File: src/sv/hdu_pkg.sv
// Shared constants, word types and an arctangent helper function for the haversine distance unit.
`timescale 1ns / 1ps
`default_nettype none
package hdu_pkg;

    localparam int FRAC_BITS     = 20;
    localparam int CORDIC_STAGES = 24;
    localparam int DIV_DIGITS    = 8;
    localparam int DIV_CELLS     = 5;
    localparam int NUM_W         = DIV_DIGITS * DIV_CELLS;
    localparam int SQRT_CELLS    = 31;
    localparam int XY_W          = 34;
    localparam int ANG_W         = 36;
    localparam int PIPE_LEN      = 3 + DIV_CELLS + 2 + CORDIC_STAGES + 4 + SQRT_CELLS
                                   + CORDIC_STAGES + 1;

    localparam logic [6:0]  DIV_BY  = 7'd45;
    localparam logic [29:0] PI28    = 30'd843314857;
    localparam logic signed [ANG_W-1:0] PI_Q30      = 36'sd3373259426;
    localparam logic signed [ANG_W-1:0] HALF_PI_Q30 = 36'sd1686629713;
    localparam logic signed [ANG_W-1:0] TWO_PI_Q30  = 36'sd6746518852;
    localparam logic signed [XY_W-1:0]  CORDIC_K    = 34'sd652032874;
    localparam logic [30:0] Q_ONE   = 31'd1073741824;
    localparam logic signed [27:0] LAT_LIM = 28'(90 <<< FRAC_BITS);
    localparam logic signed [28:0] LON_LIM = 29'(180 <<< FRAC_BITS);
    localparam logic [60:0] RND_HALF_ANG = 61'(45) << FRAC_BITS;
    localparam logic [60:0] RND_FULL_ANG = 61'(45) << (FRAC_BITS - 1);
    localparam logic [22:0] RADIUS_RST   = 23'd6371000;

    localparam logic [30:0] ATAN_HEAD [10] = '{
        31'd843314856, 31'd497837829, 31'd263043836, 31'd133525158, 31'd67021686,
        31'd33543515,  31'd16775850,  31'd8388437,   31'd4194282,   31'd2097149
    };

    typedef struct packed {
        logic [NUM_W-1:0] n;
        logic [5:0]       r;
        logic [NUM_W-1:0] q;
        logic             neg;
    } div_t;

    typedef struct packed {
        logic signed [XY_W-1:0] x;
        logic signed [XY_W-1:0] y;
        logic signed [XY_W-1:0] z;
        logic                   neg;
    } rot_t;

    typedef struct packed {
        logic signed [XY_W-1:0] x;
        logic signed [XY_W-1:0] y;
        logic signed [XY_W-1:0] z;
    } vec_t;

    typedef struct packed {
        logic [61:0] v;
        logic [33:0] rem;
        logic [30:0] root;
    } sqrt_t;

    function automatic logic [30:0] atan_q30(input logic [4:0] i);
        logic [30:0] res;
        if (i < 5'd10) begin
            res = ATAN_HEAD[i[3:0]];
        end else if (i < 5'd30) begin
            res = (31'd1 << (5'd30 - i)) - 31'd1;
        end else begin
            res = '0;
        end
        return res;
    endfunction

endpackage
`default_nettype wire

File: src/sv/hdu_div_cell.sv
// Divide-by-45 cell: eight quotient bits per stage of a long division.
`timescale 1ns / 1ps
`default_nettype none
module hdu_div_cell (
    input  wire logic          aclk,
    input  wire logic          en,
    input  hdu_pkg::div_t      d_in,
    output hdu_pkg::div_t      d_out
);
    hdu_pkg::div_t d_reg;
    hdu_pkg::div_t d_next;

    always_comb begin
        logic [6:0] t;
        d_next = d_in;
        for (int j = 0; j < hdu_pkg::DIV_DIGITS; j++) begin
            t = {d_next.r, d_next.n[hdu_pkg::NUM_W-1]};
            d_next.n = {d_next.n[hdu_pkg::NUM_W-2:0], 1'b0};
            if (t >= hdu_pkg::DIV_BY) begin
                d_next.r = 6'(t - hdu_pkg::DIV_BY);
                d_next.q = {d_next.q[hdu_pkg::NUM_W-2:0], 1'b1};
            end else begin
                d_next.r = t[5:0];
                d_next.q = {d_next.q[hdu_pkg::NUM_W-2:0], 1'b0};
            end
        end
    end

    always_ff @(posedge aclk) begin
        if (en) begin
            d_reg <= d_next;
        end
    end

    assign d_out = d_reg;
endmodule
`default_nettype wire

File: config.mk
export PLATFORM = sky130hd
export DESIGN_NAME = hdu_div_cell
export DESIGN_NICKNAME = d
export VERILOG_FILES = /design/src/sv/hdu_pkg.sv /design/src/sv/hdu_div_cell.sv
export SDC_FILE = /design/constraint.sdc
export NUM_CORES = 1
export LEC_CHECK = 0
export BUFFER_PORTS_ARGS = -buffer_cell sky130_fd_sc_hd__buf_2
export CAP_MARGIN = 25
export CORE_UTILIZATION = 30
export DETAILED_ROUTE_END_ITERATION = 10
export GPL_ROUTABILITY_DRIVEN = 1
export GPL_TIMING_DRIVEN = 1
export HOLD_SLACK_MARGIN = 0.02
export MAX_ROUTING_LAYER = met4
export PLACE_DENSITY = 0.63
export SLEW_MARGIN = 5
export SYNTH_ARGS = -nofsm -noshare
export SYNTH_HDL_FRONTEND = slang
export SYNTH_SLANG_ARGS = --single-unit
File: constraint.sdc
create_clock -name aclk -period 9.6 [get_ports aclk]
set_input_delay 0.96 -clock aclk [delete_from_list [all_inputs] [get_ports aclk]]
set_output_delay 0.96 -clock aclk [all_outputs]
set_load 0.005 [all_outputs]
# Word level (Yosys, flattened, before mapping)
# Cells that the tools add are included.
# word_totals
regBits	79
input_bits	89
output_inout_bits	87
wordCells	28
# classes
addsub	8
n_lt_le_gt_ge	8
mux	8
# op_table
operator	n
46-bit 2-to-1 mux	8
7-bit by 6-bit >= comparator with 1-bit output (second input constant)	8
6-bit subtractor (second input constant)	8

# Depth between registers and ports, before layout
# logic_depth
ltp_word	16
mapped_depth	51
depth_no_buf	49

# Worst setup path after synthesis
# No wires, ideal clock.
# synth_timing
kind	input to register
from	input d_in[41] (netlist name)
to	register d_reg (netlist bit d_out[45]), data pin
setup_time_ns	0.273
arrival_ns	10.056
required_time_ns	9.327
slack_ns	-0.728
cell_stages	49
path_buffers	2
cell_sequence	inv_1 -> ha_1 -> nor3_1 -> o311a_1 -> nor2_1 -> inv_1 -> ha_1 -> inv_1 -> a2111o_1 -> nand4_2 -> o21a_4 -> buf_12 -> xnor2_1 -> ha_1 -> or3b_2 -> a31oi_2 -> a221oi_2 -> and3_1 -> (+13 left out) -> nor2_1 -> ha_1 -> or3_1 -> nand4_1 -> and3_1 -> o21ai_1 -> xnor2_1 -> ha_1 -> a21boi_2 -> a2111oi_4 -> nand2b_1 -> buf_6 -> xnor2_1 -> ha_1 -> or4b_1 -> a31o_1 -> o211ai_1 -> mux2i_1
# synth_rtl
element	line_no	source
from (decl)	hdu_div_cell.sv:7	input hdu_pkg::div_t d_in,
to (signal assigned)	hdu_div_cell.sv:31	d_reg <= d_next;
to (decl)	hdu_div_cell.sv:10	hdu_pkg::div_t d_reg;

==> results_dict.tcl <==
set metrics [dict create \
    synth_edf_count 79 \
    start_util_pct 30.7 \
    clkTransAtPathRegs_ns 0.06 \
    fin_crit_sh_pct 93.7 \
    rows 47 \
    cts_tree "yes" \
    largest_reg_flops 79 \
    io_buffers 159 \
    dpl-instance-area_um2 6440 \
    synthFlopType "edfxtp_1" \
    slowest_delay_ns 0.54 \
    max-slew-margin-rel_pct 33.8 \
    finalNetCount 743 \
    start_kind "primary input" \
    clock-sinks 79 \
    ys_seq_area_share_pct 46.7 \
    synth_cell_types 101 \
    overflow 0 \
    cp-end-kind "flop" \
    dp_hpwl_um 10500 \
    ys_ff_latch 79 \
    rsz0062_at_grt "no" \
    netlist_area_um2 5080 \
    die_area_um2 17400 \
    peakVddDrop_uv 332 \
    outcome "finished, final reports clean" \
    finalSetupViolCount 0 \
    ant_nets 0 \
    maxSlewViolCount 0 \
    required_ns 9.68 \
    root_buffer "clkbuf_16" \
    max_freq_mhz 111 \
    route.vias.total 4453 \
    syn_avg_cell_area_um2 11.7 \
    diodes 0 \
    period_needed_ns 9.00 \
    grt_pass1_vias 4271 \
    cpMostUsedCell "ha_1" \
    crit_slowest_cell "or4b_4" \
    wl_per_cell_um 15.5 \
    worst-setup-path-type "primary input to flop" \
    area_growth_syn_to_layout_pct 33.3 \
    synth_warnings 0 \
    hold_viol 0 \
    clk_path_buf_depth 2 \
    grtUsageTotal_pct 16.0 \
    cap_viol_max_count 0 \
    synthCells 434 \
    arrival_ns 9.08 \
    drive_gt1_share_pct 43.5 \
    drtPass1Iterations 5 \
    die_x_um 132 \
    die_h_um 132 \
    wl_um 13400 \
    utilization_pct 41.0 \
    gp_congestion 0.857 \
    grt_pass1_wl_um 21500 \
    cts.htree.levels 3 \
    path_max_fanout 4 \
    stdcell_area_um2 6770 \
    tightest_slew_ns 0.993 \
    hold_class "primary input to flop" \
    cp-startpoint "d_in[41]" \
    final_common_cell "buf_2" \
    p_leak_nw 2.76 \
    powerDensity_nw_per_um2 429 \
    final_cell_mix "buf_2 (158), edfxtp_1 (79), buf_4 (45)" \
    tns_ns 0 \
    cts_buffers 9 \
    async_reset_ff_share_pct 0 \
    antenna_found_initial 0 \
    drc_errors 0 \
    viasPerCell 5.16 \
    worstSetupEndpoint "d_out[45]$_DFFE_PP_" \
    fin_total_pwr_mw 2.91 \
    floorplan.core_area_um2 16500 \
    io_pins 176 \
    grt_max_degree 80 \
    dr.first_iter.drc_count 302 \
]
[repair_timing]
| item | 4_1_cts | 5_1_grt |
|---|---|---|
| hold buffers | 0 | 0 |
| endpoints found under the hold margin | 0 | 0 |
| setup endpoints to repair | 0 | 4 |
| gates resized for setup | 0 | 2 |
| buffers inserted | 0 | 3 |
[layer usage]
| metal | GRT usage [%] | up-vias | share of wire [%] |
|---|---|---|---|
| met5 | - | - | 0 |
| met4 | 5.30 | 0 | 1.4 |
| met3 | 3.38 | 19 | 6.3 |
| met2 | 25.7 | 182 | 46 |
| met1 | 20.0 | 2105 | 46 |
| li1 | - | 2147 | - |
[how the worst min path moves through the flow]
stage,cells past startpoint,start,to,slack [ns]
floorplan,0,d_in[0],d_out[0]$_DFFE_PP_,1.06
global route,1,d_in[70],d_out[78]$_DFFE_PP_,0.77
detailed placement,1,d_in[30],d_out[38]$_DFFE_PP_,1.14
global placement,1,d_in[60],d_out[68]$_DFFE_PP_,1.14
finish,1,d_in[30],d_out[38]$_DFFE_PP_,0.79
CTS,1,d_in[23],d_out[31]$_DFFE_PP_,0.77
[power breakdown]
group / total (mW) / leakage (nW) / internal (mW) / switching [mW]
logic: 2.06 / 1.85 / 0.997 / 1.06
registers: 0.510 / 0.773 / 0.499 / 0.0108
clock network: 0.339 / 0.131 / 0.202 / 0.136
total: 2.91 / 2.76 / 1.70 / 1.21
[cells in the mapped netlist (3+ instances only)]
cell type / n / area (µm²)
o21ai_1: 8 / 40.0
nand4_1: 8 / 50.1
o21a_1: 3 / 22.5
ha_1: 16 / 200
a221oi_1: 4 / 35.0
buf_6: 4 / 45.0
xor2_1: 5 / 43.8
a21oi_2: 3 / 26.3
o211ai_1: 11 / 82.6
nor3_1: 16 / 80.1
o22a_1: 3 / 26.3
edfxtp_1: 79 / 2370
nor4_1: 6 / 37.5
or3_1: 3 / 18.8
nor2_1: 30 / 113
o32ai_1: 3 / 26.3
a211o_1: 4 / 35.0
xnor2_1: 11 / 96.3
a21oi_1: 18 / 90.1
o221ai_1: 4 / 35.0
a31oi_1: 9 / 56.3
a21o_1: 8 / 60.1
inv_1: 21 / 78.8
nand3_1: 5 / 25.0
o211a_1: 3 / 30.0
mux2i_1: 7 / 70.1
and2_1: 6 / 37.5
a211oi_1: 7 / 52.6
o21ai_0: 9 / 45.0
buf_4: 9 / 67.6
and3_1: 3 / 18.8
a311oi_1: 3 / 26.3
o31ai_1: 5 / 37.5
nand2_1: 12 / 45.0
[area by class of cell]
type	count	area (µm²)
Tap cell	220	275
Clock inverter	6	68.8
Multi-Input combinational cell	322	2610
Inverter	23	88.8
Clock buffer	10	229
Timing Repair Buffer	203	1130
Sequential cell	79	2370
Fill cell	1574	9750
[cells by family (layout without fill, tap and decap cells)]
kind of cell             Yosys count  count (layout)  synth area share (%)
AO/OA/AOI/OAI                    154             154                  25.7
XOR/XNOR                          18              18                  3.40
adder cells (fa/ha/maj)           16              16                  3.94
buffers and inverters             40             242                  4.58
flip-flops                        79              79                  46.7
multiplexers                      12              12                  2.74
other                              1               8                0.0739
AND/OR/NAND/NOR                  114             114                  12.8
[worst max-delay path, delay by kind of cell]
kind,cells,cell delay [ns]
buffers and inverters,8,0.65
XOR/XNOR,2,0.26
multiplexers,1,0.10
adder cells (fa/ha/maj),7,1.31
AO/OA/AOI/OAI,15,2.80
AND/OR/NAND/NOR,14,2.99
[through the flow]
stage | hold WS, ns | std cells | setup WS (ns)
after floorplan | 1.06 | 441 | 0.0144
after global placement | 1.14 | 844 | 0.330
after detailed placement | 1.14 | 844 | 0.182
after CTS | 0.772 | 860 | 0.541
after global routing | 0.771 | 863 | 0.0513
final | 0.793 | 863 | 0.601
No activity file was read; power rests on OpenSTA's default activity.
