File: src/sv/hdu_pkg.sv
// Shared constants, word types and an arctangent helper function for the haversine distance unit.
`timescale 1ns / 1ps
`default_nettype none
package hdu_pkg;

    localparam int FRAC_BITS     = 20;
    localparam int CORDIC_STAGES = 24;
    localparam int DIV_DIGITS    = 8;
    localparam int DIV_CELLS     = 5;
    localparam int NUM_W         = DIV_DIGITS * DIV_CELLS;
    localparam int SQRT_CELLS    = 31;
    localparam int XY_W          = 34;
    localparam int ANG_W         = 36;
    localparam int PIPE_LEN      = 3 + DIV_CELLS + 2 + CORDIC_STAGES + 4 + SQRT_CELLS
                                   + CORDIC_STAGES + 1;

    localparam logic [6:0]  DIV_BY  = 7'd45;
    localparam logic [29:0] PI28    = 30'd843314857;
    localparam logic signed [ANG_W-1:0] PI_Q30      = 36'sd3373259426;
    localparam logic signed [ANG_W-1:0] HALF_PI_Q30 = 36'sd1686629713;
    localparam logic signed [ANG_W-1:0] TWO_PI_Q30  = 36'sd6746518852;
    localparam logic signed [XY_W-1:0]  CORDIC_K    = 34'sd652032874;
    localparam logic [30:0] Q_ONE   = 31'd1073741824;
    localparam logic signed [27:0] LAT_LIM = 28'(90 <<< FRAC_BITS);
    localparam logic signed [28:0] LON_LIM = 29'(180 <<< FRAC_BITS);
    localparam logic [60:0] RND_HALF_ANG = 61'(45) << FRAC_BITS;
    localparam logic [60:0] RND_FULL_ANG = 61'(45) << (FRAC_BITS - 1);
    localparam logic [22:0] RADIUS_RST   = 23'd6371000;

    localparam logic [30:0] ATAN_HEAD [10] = '{
        31'd843314856, 31'd497837829, 31'd263043836, 31'd133525158, 31'd67021686,
        31'd33543515,  31'd16775850,  31'd8388437,   31'd4194282,   31'd2097149
    };

    typedef struct packed {
        logic [NUM_W-1:0] n;
        logic [5:0]       r;
        logic [NUM_W-1:0] q;
        logic             neg;
    } div_t;

    typedef struct packed {
        logic signed [XY_W-1:0] x;
        logic signed [XY_W-1:0] y;
        logic signed [XY_W-1:0] z;
        logic                   neg;
    } rot_t;

    typedef struct packed {
        logic signed [XY_W-1:0] x;
        logic signed [XY_W-1:0] y;
        logic signed [XY_W-1:0] z;
    } vec_t;

    typedef struct packed {
        logic [61:0] v;
        logic [33:0] rem;
        logic [30:0] root;
    } sqrt_t;

    function automatic logic [30:0] atan_q30(input logic [4:0] i);
        logic [30:0] res;
        if (i < 5'd10) begin
            res = ATAN_HEAD[i[3:0]];
        end else if (i < 5'd30) begin
            res = (31'd1 << (5'd30 - i)) - 31'd1;
        end else begin
            res = '0;
        end
        return res;
    endfunction

endpackage
`default_nettype wire

File: src/sv/hdu_rot_cell.sv
// Rotation-mode CORDIC cell: one micro-rotation per stage.
`timescale 1ns / 1ps
`default_nettype none
module hdu_rot_cell (
    input  wire logic          aclk,
    input  wire logic          en,
    input  wire logic [4:0]    shift,
    input  hdu_pkg::rot_t      d_in,
    output hdu_pkg::rot_t      d_out
);
    hdu_pkg::rot_t d_reg;
    hdu_pkg::rot_t d_next;
    logic signed [hdu_pkg::XY_W-1:0] dx, dy, at;

    always_comb begin
        dx = d_in.y >>> shift;
        dy = d_in.x >>> shift;
        at = $signed({3'b000, hdu_pkg::atan_q30(shift)});
        d_next = d_in;
        if (d_in.z >= 0) begin
            d_next.x = d_in.x - dx;
            d_next.y = d_in.y + dy;
            d_next.z = d_in.z - at;
        end else begin
            d_next.x = d_in.x + dx;
            d_next.y = d_in.y - dy;
            d_next.z = d_in.z + at;
        end
    end

    always_ff @(posedge aclk) begin
        if (en) begin
            d_reg <= d_next;
        end
    end

    assign d_out = d_reg;
endmodule
`default_nettype wire

File: config.mk
export PLATFORM = sky130hd
export DESIGN_NAME = hdu_rot_cell
export DESIGN_NICKNAME = d
export VERILOG_FILES = /design/src/sv/hdu_pkg.sv /design/src/sv/hdu_rot_cell.sv
export SDC_FILE = /design/constraint.sdc
export NUM_CORES = 1
export LEC_CHECK = 0
export ABC_CLOCK_PERIOD_IN_PS = 15300
export BUFFER_PORTS_ARGS = -buffer_cell sky130_fd_sc_hd__buf_4
export CAP_MARGIN = 5
export CORE_ASPECT_RATIO = 0.5
export CORE_UTILIZATION = 47
export DETAILED_ROUTE_END_ITERATION = 10
export HOLD_SLACK_MARGIN = 0.12
export PLACE_DENSITY = 0.72
export SKIP_LAST_GASP = 1
export SLEW_MARGIN = 0
export SYNTH_ARGS = -nofsm -noshare
export SYNTH_HDL_FRONTEND = slang
export SYNTH_SLANG_ARGS = --single-unit
File: constraint.sdc
create_clock -name aclk -period 15.3 [get_ports aclk]
set_input_delay 3.06 -clock aclk [delete_from_list [all_inputs] [get_ports aclk]]
set_output_delay 3.06 -clock aclk [all_outputs]
set_load 0.1 [all_outputs]
# ---- Word-level counts from Yosys, hierarchy flattened
# Memory sizes are Yosys's and may differ from the RTL's.
# Cells that the tools add are included.
dict set report op_classes {
  n_addsub 8
  n_lt_le_gt_ge 4
  n_shift 3
  n_mux 5
  bitwise_logic 1
}
# operator n
set ops {}
lappend ops {{31-bit two-way mux} 4}
lappend ops {{102-bit two-way mux} 1}
lappend ops {{34-bit adder} 2}
lappend ops {{34-bit by 5-bit >>> shifter with 34-bit output} 2}
lappend ops {{34-bit subtractor} 2}
lappend ops {{34-bit by 32-bit adder with 34-bit output} 1}
lappend ops {{34-bit by 1-bit greater-or-equal comparator with 1-bit output (second input constant)} 1}
lappend ops {{34-bit by 32-bit subtractor with 34-bit output} 1}
lappend ops {{1-bit by 5-bit left shift with 31-bit output (first input constant)} 1}
lappend ops {{31-bit by 1-bit subtractor with 31-bit output (second input constant)} 1}
lappend ops {{5-bit greater-or-equal comparator (second input constant)} 1}
lappend ops {{5-bit by 4-bit < comparator with 1-bit output (second input constant)} 1}
lappend ops {{5-bit < comparator (second input constant)} 1}
lappend ops {{4-bit inverter with 5-bit output} 1}
lappend ops {{5-bit subtractor (first input constant)} 1}
dict set report totals {
  regBits 103
  mem_bits_ro 496
  in_bits 110
  out_inout_bits 103
  mem_count 1
}
# name words word_bits read_ports rd_ports_with_merged_regs wr line
set mem_list {}
lappend mem_list {{(no name shown)} 16 31 1 0 0 hdu_pkg.sv:64} ;# res = ATAN_HEAD[i[3:0]];

# ---- Logic depth before layout (Yosys ltp)
# Gate-level depths: netlist of the first run.
dict set report logic_depth {
  word_depth 7
  mapped_depth 31
}

# ---- Least setup slack after synthesis of the first run
# Ideal clock, no wire load.
dict set report synth_path {
  path_type {in2reg}
  start {in shift[2]}
  end {reg d_reg (netlist bit d_out[34]) (data pin)}
  setup_time_ps 267
  arrival_time_ps 9008
  required_time_ps 15033
  path_slack_ps 6024
  cell_stages 25
  cell_sequence {inv_1 buf_1 buf_1 clkbuf_1 ha_1 clkinv_1 a21oi_1 nand2_1 ha_1 clkbuf_1 o311ai_1 and2_1 nand4_1 nand2b_1 o31ai_1 buf_4 xor2_1 ha_1 a2111oi_0 a21oi_1 nor2_1 o21ai_0 a211o_1 a221oi_1 xor2_1}
}
# item line
set synth_rtl {}
lappend synth_rtl {{from (decl)} hdu_rot_cell.sv:7} ;# input wire logic [4:0] shift,
lappend synth_rtl {{to (signal assigned)} hdu_rot_cell.sv:33} ;# d_reg <= d_next;
lappend synth_rtl {{to (decl)} hdu_rot_cell.sv:11} ;# hdu_pkg::rot_t d_reg;

==> metrics.md, run 1 <==
| Metric | Value |
|---|---|
| Die area | 35930 sq um |
| CP endpoint | d_out[34] |
| Total power draw | 2.360 mW |
| Num rows | 48 |
| Critical Path Most Common Cell | ha_1 |
| Crit share post-route | 66.33% |
| # hold bufs at CTS | 0 |
| Status | finished clean |
| DP Worst Slack | 4.768 ns |
| GRT overflow | 0 |
| Hold path startpoint | d_in[0] |
| Post-route ant nets | 0 |
| Number of synthesized flops with an enable pin | 103 |
| Top cell family by delay on the critical path | compound AO/OA/AOI/OAI gates |
| Min Tclk post-route | 10.15 ns |
| Routed WL per cell | 22.35 um |
| Worst EP required | 15.41 ns |
| Root buffer cell | clkbuf_16 |
| Die W | 267.1 um |
| Max cap viols | 0 |
| Worst path slowest cell | a2111oi_0 |
| Final Util | 53.88% |
| Syn Inst Count | 1899 |
| CP Capture Type | flip-flop |
| CTS tree | built |
| Setup bufs post-CTS | 0 |
| Final Wtd Congestion | 1.022 |
| Main flop type after synthesis | edfxtp_1 |
| Vias in the first global route | 14600 |
| Initial antenna violation count | 1 |
| Final setup viols | 0 |
| Unrepaired setup endpoints after global routing | no |
| Syn Area/Cell | 8.694 sq um |
| Max Clock Freq | 98.54 MHz |
| Peak supply drop | 0.1073 mV |
| Most common cell after layout, fill and taps aside | buf_4 |
| Clock slew at reported path FFs | 0.08 ns |
| Initial Util | 47.81% |
| Area grow syn2layout | 12.70% |
| DP Wirelength | 43.20 mm |
| Routed WL | 56.14 mm |
| Initial DRT Pass Iterations | 9 |
| Number of flip-flops in the largest register | 103 |
| Top cells by area, synth | edfxtp_1 19%, mux4_2 12%, ha_1 8.5% |
| Post-synth cell types | 96 |
| Vias post-DR | 16180 |
| Crit-path cells | buf_4 > ha_1 > inv_1 > ha_1 > clkinv_1 > a21oi_1 > nand2_1 > ha_1 > o311ai_1 > and2_1 > nand4_1 > nand2b_1 > o31ai_2 > buf_4 > xor2_1 > ha_1 > a2111oi_0 > a21oi_1 > nor2_1 > o21ai_0 > a211o_1 > a221oi_1 > xor2_1 |
| Setup TNS | 0 ns |
| I/O pin count | 213 |
| CTS buffer count | 9 |
| Ys async rst share | 0% |
| Worst slew pin tran | 1.101 ns |
| Area share of the largest cell type after synthesis | 18.73% |
| CP Data Arrival Time | 10.26 ns |
| Max Slew Vio Count | 0 |
| Sequential Area | 3093 sq um |
| First-pass GRT wire length | 85.40 mm |
| Type of the worst setup path | input pin to flip-flop |
| Setup crit start | shift[1] |
| ANT cells | 0 |
| Share of layout cells above drive strength 1 | 20.13% |
| Clock buffer depth | 2 |
| H-tree depth | 3 |
| Multi-input gate area | 12700 sq um |
| Synth Register Bits | 103 |
| Worst Path Buf+Inv | 4 |
| Setup ws final | 5.152 ns |
| CP Depth | 23 |
| Largest net degree at the start of global routing | 64 |
| Filler cells | 3222 |
| Post-synthesis net count | 2124 |
| Post-route DRC violation count | 0 |
| Hold Violations, Final | 0 |
| Post-CTS Resized | 0 |
| Area leader, netlist | edfxtp_1 |
| P_leak | 7.509 nW |
| Mapped Area | 16510 sq um |
| Hold/Removal Path Class | input pin to flip-flop |
| Most frequent cells in the layout | 231 x buf_4, 203 x nand2_1, 149 x a21oi_1 |
| NumNets Final | 2257 |
| Max stage delay on crit path | 0.87 ns |
| Worst slew margin | 25.82% |
| Register area share after synthesis | 18.73% |
| Total track usage | 30.52% |
| Drt initial violations | 2027 |
| Via density | 6.440 |
| Yosys warns | 0 |
| Crit path max fanout | 38 |
| Core Footprint | 34530 sq um |
| Power Dens Cells | 126.8 nW/um^2 |
| Clock Sink Count | 103 |
| Startpoint Class | input pin |
| Chip height | 134.5 um |
| # port buffers | 212 |
[cell families (layout without fill, tap and decap cells)]
| family | count (synthesis) | count (layout) | share of synthesized area, % |
|---|---|---|---|
| and+or+nand+nor | 584 | 584 | 17.23 |
| xor gates and xnor gates | 190 | 190 | 10.08 |
| muxes | 184 | 184 | 17.90 |
| DFF | 103 | 103 | 18.73 |
| buffers and inverters | 158 | 296 | 4.373 |
| adders and majority gates | 115 | 115 | 8.851 |
| AOI/OAI and AO/OA | 565 | 565 | 22.83 |
[area by class of cell]
type | count | area share [%]
Multi-Input combinational cell | 1638 | 68.26
Sequential cell | 103 | 16.62
Timing Repair Buffer | 232 | 9.380
Tap cell | 475 | 3.194
Clock buffer | 9 | 1.210
Inverter | 48 | 0.9683
Clock inverter | 7 | 0.3698
[stage by stage]
step           area [sq um]  hold WS [ns]  instances
5_1_grt               18610         2.843       2512
2_1_floorplan         16510         3.159       1899
3_3_place_gp          18310         3.238       2496
6_report              18610         2.848       2512
3_5_place_dp          18310         3.246       2496
4_1_cts               18610         2.843       2512
[layer usage]
layer  wire length [um]  vias to the layer above  GRT usage, %
met5                  0                        -             0
met2              24910                      784         46.56
met4               1202                        0         7.599
met1              24460                     7803         42.81
met3               5570                       88         7.987
li1                   -                     7503             -
[synth_stat cells, drive strengths merged (11+ instances only)]
cell and count:
mux4 85, o211ai 21, a221oi 17, nor2b 22
mux2i 65, or2 11, o22ai 20, ha 112
xnor2 112, nor2 129, nand2 203, a21oi 149
nand2b 37, and2 15, nand3 62, a31oi 25
o21bai 12, edfxtp 103, xor2 78, and3 15
o31ai 13, mux2 34, o221ai 11, nor3 31
or3 17, a21o 50, inv 47, o21ai 115
clkbuf 53, o21a 25, buf 57, a211oi 15
nand4 13
[power by group]
group          leakage (nW)  internal, mW  switching (mW)  total, mW
combinational          6.36         0.484            1.17       1.65
sequential             1.01         0.436          0.0233      0.459
clock                 0.146         0.127           0.119      0.247
[how the worst min path moves through the flow]
stage | endpoint | slack (ns) | cells after the start
after floorplan | d_out[0] | 3.16 | 0
after CTS | d_out[0] | 2.84 | 1
after global routing | d_out[0] | 2.84 | 1
final | d_out[0] | 2.85 | 1
after global placement | d_out[0] | 3.24 | 1
after detailed placement | d_out[0] | 3.25 | 1
Note: power is estimated with default switching activity, not from simulation.
==> inputs of run 2 (changes only) <==
--- a/config.mk
+++ b/config.mk
@@ -5,7 +5,7 @@
 export SDC_FILE = /design/constraint.sdc
 export NUM_CORES = 1
 export LEC_CHECK = 0
-export ABC_CLOCK_PERIOD_IN_PS = 15300
+export ABC_CLOCK_PERIOD_IN_PS = 10200
 export BUFFER_PORTS_ARGS = -buffer_cell sky130_fd_sc_hd__buf_4
 export CAP_MARGIN = 5
 export CORE_ASPECT_RATIO = 0.5
==> constraint.sdc (replaced) <==
create_clock -name aclk -period 10.2 [get_ports aclk]
set_input_delay 2.04 -clock aclk [delete_from_list [all_inputs] [get_ports aclk]]
set_output_delay 2.04 -clock aclk [all_outputs]
set_load 0.1 [all_outputs]
==> metrics.md, run 2 (same netlist as run 1, synthesis figures left out) <==
| Metric | Value |
|---|---|
| Share of layout cells above drive strength 1 | 20.36% |
| Die area | 35930 sq um |
| Type of the worst setup path | input pin to flip-flop |
| Status | finished clean |
| Placed cell area | 18360 sq um |
| CTS tree | built |
| Net Switching | 1.978 mW |
| Clk network pwr share | 10.6% |
| Crit share post-route | 85.42% |
| DP Worst Slack | 1.208 ns |
| Sw Ratio | 55.65% |
| Crit-path cells | buf_4 > nor2b_1 > nand3_1 > a21oi_1 > nand2_1 > ha_1 > o311ai_1 > and2_1 > nand4_1 > nand2b_1 > o31ai_2 > xor2_1 > ha_1 > a21o_1 > a211o_1 > o22ai_1 > o21ai_0 > a211o_1 > a221oi_1 > xor2_1 |
| Root buffer cell | clkbuf_16 |
| Min Tclk post-route | 8.712 ns |
| Hold Path Depth | 1 |
| Area grow syn2layout | 12.99% |
| Worst path slowest cell | nor2b_1 |
| Core Footprint | 34530 sq um |
| Multi-input gate area | 12700 sq um |
| Peak supply drop | 0.1676 mV |
| Unrepaired setup endpoints after global routing | no |
| Final Non-Filler Cells | 2518 |
| Num rows | 48 |
| Initial antenna violation count | 0 |
| Post-route DRC violation count | 0 |
| Max stage delay on crit path | 0.81 ns |
| Final Wtd Congestion | 1.034 |
| Hold path startpoint | d_in[0] |
| Hold endpoint | d_out[0] |
| H-tree depth | 3 |
| Max Clock Freq | 114.8 MHz |
| Startpoint Class | input pin |
| ANT cells | 0 |
| Design Area, Final | 18660 sq um |
| Die W | 267.1 um |
| Max cap viols | 0 |
| Filler cells | 3237 |
| First-pass GRT wire length | 84.94 mm |
| CTS buffer count | 9 |
| Via density | 6.423 |
| Initial DRT Pass Iterations | 7 |
| Dpl cells | 2502 |
| Largest net degree at the start of global routing | 83 |
| Flop pwr share | 19.4% |
| Routed WL per cell | 22.23 um |
| CP Data Arrival Time | 8.83 ns |
| Sequential Area | 3093 sq um |
| Setup TNS | 0 ns |
| # port buffers | 212 |
| CP Capture Type | flip-flop |
| Vias in the first global route | 14710 |
| Internal power | 1.576 mW |
| Power Dens Cells | 190.5 nW/um^2 |
| # hold bufs at CTS | 0 |
| Routed WL | 55.97 mm |
| P_leak | 7.534 nW |
| GRT overflow | 0 |
| Worst slew pin tran | 1.084 ns |
| Initial Util | 47.81% |
| Final setup viols | 0 |
| Total power draw | 3.554 mW |
| Max Slew Vio Count | 0 |
| Vias post-DR | 16170 |
| Gate power share | 69.9% |
| Setup bufs post-CTS | 0 |
| Setup ws final | 1.488 ns |
| Number of flip-flops in the largest register | 103 |
| Post-CTS Resized | 0 |
| DP Wirelength | 43.13 mm |
| Total track usage | 30.36% |
| Hold Violations, Final | 0 |
| Drt initial violations | 1933 |
| Hold/Removal Path Class | input pin to flip-flop |
| I/O pin count | 213 |
| Clock buffer depth | 2 |
| Most common cell after layout, fill and taps aside | buf_4 |
| Crit path max fanout | 82 |
| Clock slew at reported path FFs | 0.08 ns |
| Clock Sink Count | 103 |
| Top cell family by delay on the critical path | compound AO/OA/AOI/OAI gates |
| Worst Path Buf+Inv | 1 |
| NumNets Final | 2263 |
| Chip height | 134.5 um |
| Worst EP required | 10.32 ns |
| Post-route ant nets | 0 |
| Worst slew margin | 27.70% |
| Most frequent cells in the layout | 237 x buf_4, 203 x nand2_1, 149 x a21oi_1 |
run 2: cell count changes in the layout (fill, tap and decap cells not counted), sizes merged:
cell      delta
clkbuf       +1
clkinv       -1
clkinvlp     +1
buf          +6
inv          -1
run 2: power groups by stage:
stage          Combinational [mW]  Clock [mW]  Sequential [mW]
2_1_floorplan                1.02           0             1.62
3_3_place_gp                 2.44           0            0.700
3_5_place_dp                 2.46           0            0.701
4_1_cts                      2.47       0.388            0.693
5_1_grt                      2.62       0.396            0.703
6_report                     2.49       0.378            0.691
run 2: how the worst max path moves through the flow:
stage	slack [ns]	from	cells after the start	end
after floorplan	1.94	shift[2]	25	d_out[34]
after global placement	1.35	shift[2]	25	d_out[34]
after detailed placement	1.21	shift[2]	20	d_out[34]
after CTS	1.62	shift[2]	20	d_out[34]
after global routing	0.89	shift[2]	23	d_out[34]
final	1.49	shift[2]	20	d_out[34]
run 2: layout make-up:
type	count	share of cell area, %
clock buffer	10	1.227
clock inverter	6	0.3622
inverter	48	0.9658
multi-input combinational	1638	68.08
sequential	103	16.58
tap	475	3.186
timing repair buffer	238	9.598
run 2: metal layers:
layer	part of all wire [%]	GRT usage (%)	wire length, um	vias up
met2	45	46.96	25170	825
li1	-	-	-	7511
met3	10	8.242	5725	94
met1	43	41.77	23890	7742
met4	2.1	7.918	1181	0
met5	0	0	0	-
run 2: metrics by stage:
stage               util (%)  hold WS [ns]
global placement       53.16         2.218
global route           54.02         1.822
detailed placement     53.16         2.232
CTS                    54.02         1.815
floorplan                  -         2.139
finish                 54.02         1.826
