<file path="config.mk">
export PLATFORM = sky130hd
export DESIGN_NAME = hdu_vec_cell
export DESIGN_NICKNAME = d
export VERILOG_FILES = /design/src/sv/hdu_pkg.sv /design/src/sv/hdu_vec_cell.sv
export SDC_FILE = /design/constraint.sdc
export NUM_CORES = 1
export LEC_CHECK = 0
export BUFFER_PORTS_ARGS = -buffer_cell sky130_fd_sc_hd__buf_2
export CAP_MARGIN = 15
export CORE_MARGIN = 10
export CORE_UTILIZATION = 40
export CTS_CLUSTER_DIAMETER = 100
export DETAILED_ROUTE_END_ITERATION = 12
export GPL_TIMING_DRIVEN = 0
export HOLD_SLACK_MARGIN = 0.08
export PLACE_DENSITY = 0.66
export SLEW_MARGIN = 10
export SYNTH_ARGS = -nofsm -noshare
export SYNTH_HDL_FRONTEND = slang
export SYNTH_SLANG_ARGS = --single-unit
</file>
<file path="constraint.sdc">
create_clock -name aclk -period 16.7 [get_ports aclk]
set_input_delay 1.67 -clock aclk [delete_from_list [all_inputs] [get_ports aclk]]
set_output_delay 1.67 -clock aclk [all_outputs]
set_load 0.02 [all_outputs]
</file>
<file path="src/sv/hdu_pkg.sv">
// Shared constants, word types and an arctangent helper function for the haversine distance unit.
`timescale 1ns / 1ps
`default_nettype none
package hdu_pkg;

    localparam int FRAC_BITS     = 20;
    localparam int CORDIC_STAGES = 24;
    localparam int DIV_DIGITS    = 8;
    localparam int DIV_CELLS     = 5;
    localparam int NUM_W         = DIV_DIGITS * DIV_CELLS;
    localparam int SQRT_CELLS    = 31;
    localparam int XY_W          = 34;
    localparam int ANG_W         = 36;
    localparam int PIPE_LEN      = 3 + DIV_CELLS + 2 + CORDIC_STAGES + 4 + SQRT_CELLS
                                   + CORDIC_STAGES + 1;

    localparam logic [6:0]  DIV_BY  = 7'd45;
    localparam logic [29:0] PI28    = 30'd843314857;
    localparam logic signed [ANG_W-1:0] PI_Q30      = 36'sd3373259426;
    localparam logic signed [ANG_W-1:0] HALF_PI_Q30 = 36'sd1686629713;
    localparam logic signed [ANG_W-1:0] TWO_PI_Q30  = 36'sd6746518852;
    localparam logic signed [XY_W-1:0]  CORDIC_K    = 34'sd652032874;
    localparam logic [30:0] Q_ONE   = 31'd1073741824;
    localparam logic signed [27:0] LAT_LIM = 28'(90 <<< FRAC_BITS);
    localparam logic signed [28:0] LON_LIM = 29'(180 <<< FRAC_BITS);
    localparam logic [60:0] RND_HALF_ANG = 61'(45) << FRAC_BITS;
    localparam logic [60:0] RND_FULL_ANG = 61'(45) << (FRAC_BITS - 1);
    localparam logic [22:0] RADIUS_RST   = 23'd6371000;

    localparam logic [30:0] ATAN_HEAD [10] = '{
        31'd843314856, 31'd497837829, 31'd263043836, 31'd133525158, 31'd67021686,
        31'd33543515,  31'd16775850,  31'd8388437,   31'd4194282,   31'd2097149
    };

    typedef struct packed {
        logic [NUM_W-1:0] n;
        logic [5:0]       r;
        logic [NUM_W-1:0] q;
        logic             neg;
    } div_t;

    typedef struct packed {
        logic signed [XY_W-1:0] x;
        logic signed [XY_W-1:0] y;
        logic signed [XY_W-1:0] z;
        logic                   neg;
    } rot_t;

    typedef struct packed {
        logic signed [XY_W-1:0] x;
        logic signed [XY_W-1:0] y;
        logic signed [XY_W-1:0] z;
    } vec_t;

    typedef struct packed {
        logic [61:0] v;
        logic [33:0] rem;
        logic [30:0] root;
    } sqrt_t;

    function automatic logic [30:0] atan_q30(input logic [4:0] i);
        logic [30:0] res;
        if (i < 5'd10) begin
            res = ATAN_HEAD[i[3:0]];
        end else if (i < 5'd30) begin
            res = (31'd1 << (5'd30 - i)) - 31'd1;
        end else begin
            res = '0;
        end
        return res;
    endfunction

endpackage
`default_nettype wire

</file>
<file path="src/sv/hdu_vec_cell.sv">
// Vectoring-mode CORDIC cell: one micro-rotation towards the x axis per stage.
`timescale 1ns / 1ps
`default_nettype none
module hdu_vec_cell (
    input  wire logic          aclk,
    input  wire logic          en,
    input  wire logic [4:0]    shift,
    input  hdu_pkg::vec_t      d_in,
    output hdu_pkg::vec_t      d_out
);
    hdu_pkg::vec_t d_reg;
    hdu_pkg::vec_t d_next;
    logic signed [hdu_pkg::XY_W-1:0] dx, dy, at;

    always_comb begin
        dx = d_in.y >>> shift;
        dy = d_in.x >>> shift;
        at = $signed({3'b000, hdu_pkg::atan_q30(shift)});
        if (d_in.y > 0) begin
            d_next.x = d_in.x + dx;
            d_next.y = d_in.y - dy;
            d_next.z = d_in.z + at;
        end else begin
            d_next.x = d_in.x - dx;
            d_next.y = d_in.y + dy;
            d_next.z = d_in.z - at;
        end
    end

    always_ff @(posedge aclk) begin
        if (en) begin
            d_reg <= d_next;
        end
    end

    assign d_out = d_reg;
endmodule
`default_nettype wire

</file>
; ---- Word-level counts from Yosys, hierarchy flattened
; Memory sizes are Yosys's and may differ from the RTL's.
; Cells that the tools add are included.
[op_classes]
n_shift = 3
n_addsub = 8
magnitude_cmp = 4
bitwise_logic = 1
mux = 5
[op_table]
columns = op, count
row1 = $mux 31, 4
row2 = $mux 102, 1
row3 = $add 34x34->34, 2
row4 = $sshr 34x5->34, 2
row5 = $sub 34x34->34, 2
row6 = $add 34x32->34, 1
row7 = $gt 34x1->1 const B, 1
row8 = $sub 34x32->34, 1
row9 = $shl 1x5->31 const A, 1
row10 = $sub 31x1->31 const B, 1
row11 = $ge 5x5->1 const B, 1
row12 = $lt 5x4->1 const B, 1
row13 = $lt 5x5->1 const B, 1
row14 = $not 4->5, 1
row15 = $sub 5x5->5 const A, 1
[totals]
in_bits = 109
out_inout_bits = 102
mem_bits_ro = 496
elab_cells = 25
register_bits = 102
mem_count = 1
[mem_list]
columns = memory, words, word_bits, read_ports, rd_clocked_by_memory_dff, wr, line
row1 = (no name shown), 16, 31, 1, 0, 0, hdu_pkg.sv:64  ; res = ATAN_HEAD[i[3:0]];

; ---- Longest topological paths before layout
; Gate-level depths: netlist of run 1.
[logic_depth]
depth_word = 7
depth_mapped = 31
depth_no_buf = 25

; ---- Worst setup path after synthesis of run 1
; Ideal clock, no wire load.
[synth_timing]
path_type = input to register
start = in shift[1]
end = reg d_reg (netlist bit d_out[28]), data pin
path_stages = 29
n_path_buf = 8
setup_time_ns = 0.259
arrival_time_ns = 7.754
setup_slack_ns = 8.687
t_required_ns = 16.441
cell_sequence = buf_2 > buf_2 > inv_2 > buf_2 > buf_1 > ha_1 > clkbuf_1 > clkbuf_1 > nand2_1 > ha_1 > clkbuf_1 > inv_1 > nand3_1 > mux2_2 > and3_1 > and3_1 > a31o_2 > buf_2 > xnor2_1 > ha_1 > a21o_1 > a21o_1 > a2111o_1 > o311ai_0 > o221ai_1 > nand2_1 > o221ai_1 > or2_2 > xor2_1
[synth_lines]
columns = item, line
row1 = from (decl), hdu_vec_cell.sv:7  ; input wire logic [4:0] shift,
row2 = to (signal assigned), hdu_vec_cell.sv:32  ; d_reg <= d_next;
row3 = to (decl), hdu_vec_cell.sv:11  ; hdu_pkg::vec_t d_reg;

==> results of run 1 <==
## cells in the mapped netlist, drive strengths merged (24+ instances only)
| cell type | n | area, µm² |
|---|---|---|
| nand3 | 36 | 180.2 |
| clkbuf | 61 | 230.2 |
| nor2b | 24 | 150.1 |
| o21ai | 106 | 530.5 |
| inv | 49 | 183.9 |
| nor2 | 130 | 490.5 |
| mux4 | 93 | 2095 |
| a21oi | 153 | 769.5 |
| mux2 | 36 | 405.4 |
| nor3 | 30 | 160.2 |
| mux2i | 72 | 720.7 |
| nand2b | 31 | 193.9 |
| a31oi | 30 | 187.7 |
| ha | 112 | 1401 |
| o21a | 30 | 225.2 |
| edfxtp | 102 | 3063 |
| nand2 | 168 | 630.6 |
| buf | 45 | 276.5 |
| xor2 | 61 | 534.3 |
| o22ai | 26 | 162.7 |
| a21o | 52 | 390.4 |
| xnor2 | 113 | 989.7 |
## worst paths after layout
check / start / to / cells past startpoint
worst max-delay path: shift[1] / d_out[28] / 30
worst min-delay path: d_in[34] / d_out[34] / 2
## cell type report
class	instances	area [µm²]	area share
clock inverters	7	41.29	0.002274
plain buffers	106	506.7	0.02790
multi-input cells	1571	12390	0.6825
well taps	525	656.9	0.03617
inverters	49	183.9	0.01013
clock buffers	9	225.2	0.01240
flip-flops and latches	102	3063	0.1687
repair buffers	211	1089	0.05994
## layer usage
layer / track usage / vias up / share of wire
met4: 0.1207 / 0 / 0.037
met3: 0.08278 / 137 / 0.11
met2: 0.4265 / 996 / 0.42
met1: 0.3999 / 8174 / 0.43
met5: 0 / - / 0
li1: - / 7448 / -
## kinds of logic after synthesis
| group | synth area share |
|---|---|
| buffers and inverters | 0.04279 |
| flip-flops | 0.1898 |
| adder cells (fa/ha/maj) | 0.09054 |
| AND/OR/NAND/NOR | 0.1566 |
| XOR/XNOR | 0.09441 |
| multiplexers | 0.1995 |
| AO/OA/AOI/OAI | 0.2264 |
## layout by cell type, fill, tap and decap left out, drive strengths merged, types with 15 or more instances in the layout
cell    Yosys  routed
buf        45     254
nand2     168     168
a21oi     153     153
nor2      130     130
xnor2     113     113
ha        112     112
o21ai     106     106
edfxtp    102     102
mux4       93      93
mux2i      72      72
clkbuf     61      72
xor2       61      61
a21o       52      52
inv        49      49
nand3      36      36
mux2       36      36
nand2b     31      31
a31oi      30      30
o21a       30      30
nor3       30      30
o22ai      26      26
nor2b      24      24
a211oi     21      21
and3       19      19
o211ai     15      15
## through the flow
| step | utilization | hold slack [ns] | instance area (µm²) | worst slack (ns) | cells |
|---|---|---|---|---|---|
| after floorplan | - | 1.783 | 16140 | 8.687 | 1828 |
| after global placement | 0.4478 | 2.035 | 17830 | 6.138 | 2560 |
| after detailed placement | 0.4489 | 2.039 | 17880 | 6.161 | 2562 |
| after CTS | 0.4556 | 1.613 | 18140 | 6.558 | 2578 |
| after global routing | 0.4560 | 1.638 | 18160 | 5.923 | 2580 |
| final | 0.4560 | 1.629 | 18160 | 6.231 | 2580 |
## power groups by stage
| stage | Clock, mW | Combinational [mW] | Sequential [mW] |
|---|---|---|---|
| 6_report | 0.205 | 1.01 | 0.408 |
| 5_1_grt | 0.221 | 1.09 | 0.417 |
| 4_1_cts | 0.214 | 0.993 | 0.409 |
| 3_5_place_dp | 0 | 0.986 | 0.413 |
| 3_3_place_gp | 0 | 0.977 | 0.412 |
| 2_1_floorplan | 0 | 0.583 | 0.512 |
==> run_results.csv, run 1 <==
group,metric,value,unit
power_and_ir_drop,combPwrFrac,0.622,
clock_network,cts.sinks,102,
critical_path,worstPathMaxFanout,13,
layout,largest_register_ffs,102,
routing,first_iter_violations,2052,
timing,finalMaxSlewViolations,0,
power_and_ir_drop,p_per_area,89.41,mW/mm²
clock_network,cts_resized,0,
timing,layout_worst_path_cycle_share,0.6269,
routing,wl_per_cell,29.01,µm
timing,max_freq,0.09552,GHz
critical_path,start_kind,"primary input",
logic_synthesis,ys_warn_count,0,
timing,slew_headroom,0.2687,
timing,fin_setup_tns,0,ns
critical_path,worstPathRequired,16.86,ns
layout,n_fill_cell,3978,
routing,drc,0,
logic_synthesis,ys_ff_latch,102,
logic_synthesis,ys_types,91,
clock_network,cts-root-buf,"clkbuf_16",
die,start_util,0.4053,
logic_synthesis,ys_seq_area_frac,0.1898,
critical_path,critical_path_class,"in2reg",
timing,max_slew.worst_pin.slew,1.097,ns
placement,hpwlAfterDp,59.78,mm
min_path,hold_path_class,"in2reg",
power_and_ir_drop,p_clk_frac,0.127,
clock_network,postCtsSetupRepairBufs,0,
layout,area.growth.synth_to_final,12.50,%
logic_synthesis,synthFlopType,"edfxtp_1",
die,fp.dieH,220.9,µm
logic_synthesis,syn_inst,1828,
power_and_ir_drop,power_frac_seq,0.251,
critical_path,crit_arrival,10.63,ns
routing,ant_nets,0,
grt,grt_max_degree,56,
die,placement_rows,73,
critical_path,cpMostUsedCell,"buf_2",
clock_network,postCtsHoldBufs,0,
critical_path,critPathMaxStageDelay,0.86,ns
status,status,"complete, no violations",
grt,grt_pass1_vias,16160,
die,ios,211,
critical_path,critPathBufInv,11,
timing,rsz0062_at_grt,"false",
clock_network,cts.reportedPaths.clkPinSlew,0.08,ns
power_and_ir_drop,p_switching,0.7543,mW
routing,drt-total-wl,74.85,mm
critical_path,worstSetupEndpointType,"register",
clock_network,htreeDepth,3,
logic_synthesis,syn-cell-area,0.01614,mm²
timing,finalHoldViolCount,0,
placement,io_buffers,207,
power_and_ir_drop,p_int,0.8693,mW
clock_network,cts_buffers,9,
grt,antenna_found_initial,1,
power_and_ir_drop,power,1.624,mW
clock_network,tritoncts,"done",
timing,final-setup-viol-count,0,
routing,vias_per_cell,6.494,
layout,diodes,0,
placement,routabilityCongestion,1.044,
grt,grtUsageTotal,0.2934,
die,die_w,220.9,µm
power_and_ir_drop,p_sw_frac,0.4646,
timing,min_period,10.47,ns
power_and_ir_drop,ir_worst_vdd,0.05473,mV
logic_synthesis,synthArstFlopShare,0,
die,fp.dieArea,0.04879,mm²
clock_network,clock_path_buffers,2,
layout,nets,2274,
routing,vias,16760,
critical_path,cp_top_family,"buffers and inverters",
layout,drive_gt1_frac,0.2088,
grt,grt_pass1_wl,109.2,mm
logic_synthesis,synth_area_per_cell,8.830,µm²
logic_synthesis,synth-edff-count,102,
die,core_area,0.03982,mm²
job,drv_cap,0,
critical_path,cpMaxStageDelayCell,"buf_1",
power_and_ir_drop,p_leak,7.400,nW
logic_synthesis,synth_nets,2052,
grt,overflow,0,
routing,firstDrtPassIters,7,
Note: power is estimated with default switching activity, not from simulation.
==> run 2, diff against run 1 <==
- ABC_AREA: unset -> 1
- PLACE_DENSITY: 0.66 -> 0.68
- clock period: 16.7 -> 9.35 ns (I/O delays scaled with it)
==> run 2 against run 1 <==
  * Largest power group unchanged
  * Critical path type unchanged
  * Highest routed layer is now met5
  * Via count is 18% higher
  * Critical endpoint is now d_out[31]
  * Hold slack worse by 0.69 ns
  * Setup slack lost 3.6 ns
==> run_results.csv, run 2 <==
group,metric,value,unit
status,status,"complete, no violations",
layout,n_fill_cell,4333,
routing,first_iter_violations,2354,
timing,hold_ws,0.9353,ns
grt,grtUsageTotal,0.2991,
placement,io_buffers,208,
clock_network,htreeDepth,3,
routing,drc,0,
timing,finalMaxSlewViolations,0,
placement,routabilityCongestion,1.057,
logic_synthesis,synth_most_common_cell,"nand2_1",
placement,hpwlAfterDp,62.45,mm
critical_path,worstSetupEndpointType,"register",
die,die_w,220.4,µm
logic_synthesis,ys_warn_count,0,
critical_path,cpMaxStageDelayCell,"clkbuf_1",
logic_synthesis,synth_area_leaders,"nand2_1, edfxtp_1, nand3_1",
timing,slew_headroom,0.3512,
critical_path,start_kind,"primary input",
grt,overflow,0,
timing,min_period,6.767,ns
clock_network,postCtsSetupRepairBufs,0,
job,drv_cap,0,
grt,grt_pass1_wl,110.2,mm
die,fp.dieH,220.4,µm
critical_path,critPathMaxStageDelay,0.66,ns
clock_network,cts.reportedPaths.clkPinSlew,0.09,ns
logic_synthesis,ys_ff_latch,102,
die,fp.dieArea,0.04860,mm²
logic_synthesis,synth_nets,2937,
layout,nets,3157,
critical_path,worstPathRequired,9.52,ns
clock_network,cts_buffers,9,
logic_synthesis,yosysTopAreaCellShare,0.2139,
critical_path,startpoint,"shift[2]",
grt,grt_pass1_vias,18630,
grt,antenna_found_initial,1,
logic_synthesis,synth_largest_area_cell,"nand2_1",
critical_path,critical_path.endpoint,"d_out[31]",
layout,area.growth.synth_to_final,12.57,%
grt,gr-usage-met2,0.4719,
die,ios,211,
clock_network,tritoncts,"done",
min_path,hold_path_class,"in2reg",
logic_synthesis,synth_commonest_cells,"nand2_1, nand3_1, nor2_1",
logic_synthesis,syn-cell-area,0.01607,mm²
grt,grt.busiest_layer,"met2",
grt,met3_usage,0.06159,
routing,ant_nets,0,
timing,max_freq,0.1478,GHz
routing,drt-total-wl,75.04,mm
timing,finalHoldViolCount,0,
clock_network,postCtsHoldBufs,0,
clock_network,cts-root-buf,"clkbuf_16",
placement,placed_cells,3447,
min_path,hp-start,"d_in[33]",
layout,final_util,0.4553,
layout,final_common_cell,"nand2_1",
clock_network,cts_resized,0,
power_and_ir_drop,ir_worst_vdd,0.09670,mV
die,start_util,0.4045,
logic_synthesis,syn_inst,2713,
critical_path,cpMostUsedCell,"nand2_1",
timing,fin_setup_tns,0,ns
logic_synthesis,ys_seq_area_frac,0.1906,
die,placement_rows,73,
logic_synthesis,synthFlopType,"edfxtp_1",
timing,setup_ws,2.583,ns
placement,postPlaceCellArea,0.01780,mm²
layout,finalInstanceArea,0.01809,mm²
power_and_ir_drop,power,2.871,mW
clock_network,cts.sinks,102,
placement,dp_slack,2.286,ns
layout,drive_gt1_frac,0.09632,
critical_path,critical_path_class,"in2reg",
power_and_ir_drop,p_per_area,158.7,mW/mm²
routing,firstDrtPassIters,8,
logic_synthesis,ys_types,43,
logic_synthesis,synth-edff-count,102,
timing,rsz0062_at_grt,"false",
power_and_ir_drop,p_leak,9.006,nW
die,core_area,0.03973,mm²
grt,grt_max_degree,67,
layout,mostFrequentLayoutCells,"nand2_1, nand3_1, nor2_1, buf_2, inv_1",
logic_synthesis,synthArstFlopShare,0,
routing,vias,19830,
logic_synthesis,synth_area_per_cell,5.924,µm²
critical_path,worstPathMaxFanout,10,
timing,final-setup-viol-count,0,
critical_path,crit_arrival,6.94,ns
grt,use_met1,0.3830,
layout,fin_cells,3464,
layout,largest_register_ffs,102,
clock_network,clock_path_buffers,2,
routing,vias_per_cell,5.725,
routing,wl_per_cell,21.66,µm
timing,layout_worst_path_cycle_share,0.7238,
timing,max_slew.worst_pin.slew,0.9732,ns
[run 2: cell types whose count changed after synthesis, moves of 24 or more]
cell | before | now
nand2_1 | 168 | 916
nand3_1 | 36 | 374
inv_1 | 48 | 230
nor2_1 | 129 | 283
mux4_2 | 93 | 0
mux2i_1 | 72 | 0
xnor2_1 | 113 | 44
xor2_1 | 61 | 115
a21o_1 | 52 | 5
mux2_2 | 35 | 0
nand2b_1 | 31 | 0
o21ai_0 | 100 | 128
clkbuf_1 | 60 | 33
nor2b_1 | 24 | 0
[run 2: final cells by class]
type	instances	area (µm²)	share of cell area
flip-flops and latches	102	3063	0.1693
plain buffers	92	431.7	0.02386
inverters	236	885.9	0.04897
diodes	1	2.502	0.0001383
clock inverters	7	63.81	0.003527
well taps	525	656.9	0.03631
clock buffers	9	225.2	0.01245
repair buffers	209	1071	0.05920
multi-input cells	2283	11690	0.6462
[run 2: cells by family after synthesis]
kind of cell	synth area share
compound gates	0.1207
xor+xnor	0.08665
fa+ha+maj	0.09093
buf+inv	0.08198
flops	0.1906
simple gates	0.4292
[run 2: report_power, final]
group          switching (mW)  internal (mW)  total [mW]
Clock                   0.211          0.186       0.397
Sequential             0.0282          0.701       0.729
Combinational            1.20          0.549        1.75
Total                    1.44           1.44        2.87
[run 2: worst min path at each step]
stage | cells after the start | slack, ns | to
floorplan | 0 | 1.05 | d_out[0]
global placement | 2 | 1.32 | d_out[1]
detailed placement | 2 | 1.34 | d_out[34]
CTS | 4 | 0.91 | d_out[33]
global route | 2 | 0.95 | d_out[34]
finish | 4 | 0.94 | d_out[33]
[run 2: worst max-delay path, delay by kind of cell]
kind                       cells  cell delay, ns
buffers and inverters          8            1.88
AOI/OAI and AO/OA              6            1.52
adders and majority gates      4            1.25
and+or+nand+nor               10            0.99
xor gates and xnor gates       2            0.32
[run 2: per-layer routing]
metal  wire length, µm  share of wire
met3              7138          0.095
met4              3596          0.048
met5                13        0.00017
met2             32930           0.44
met1             31370           0.42
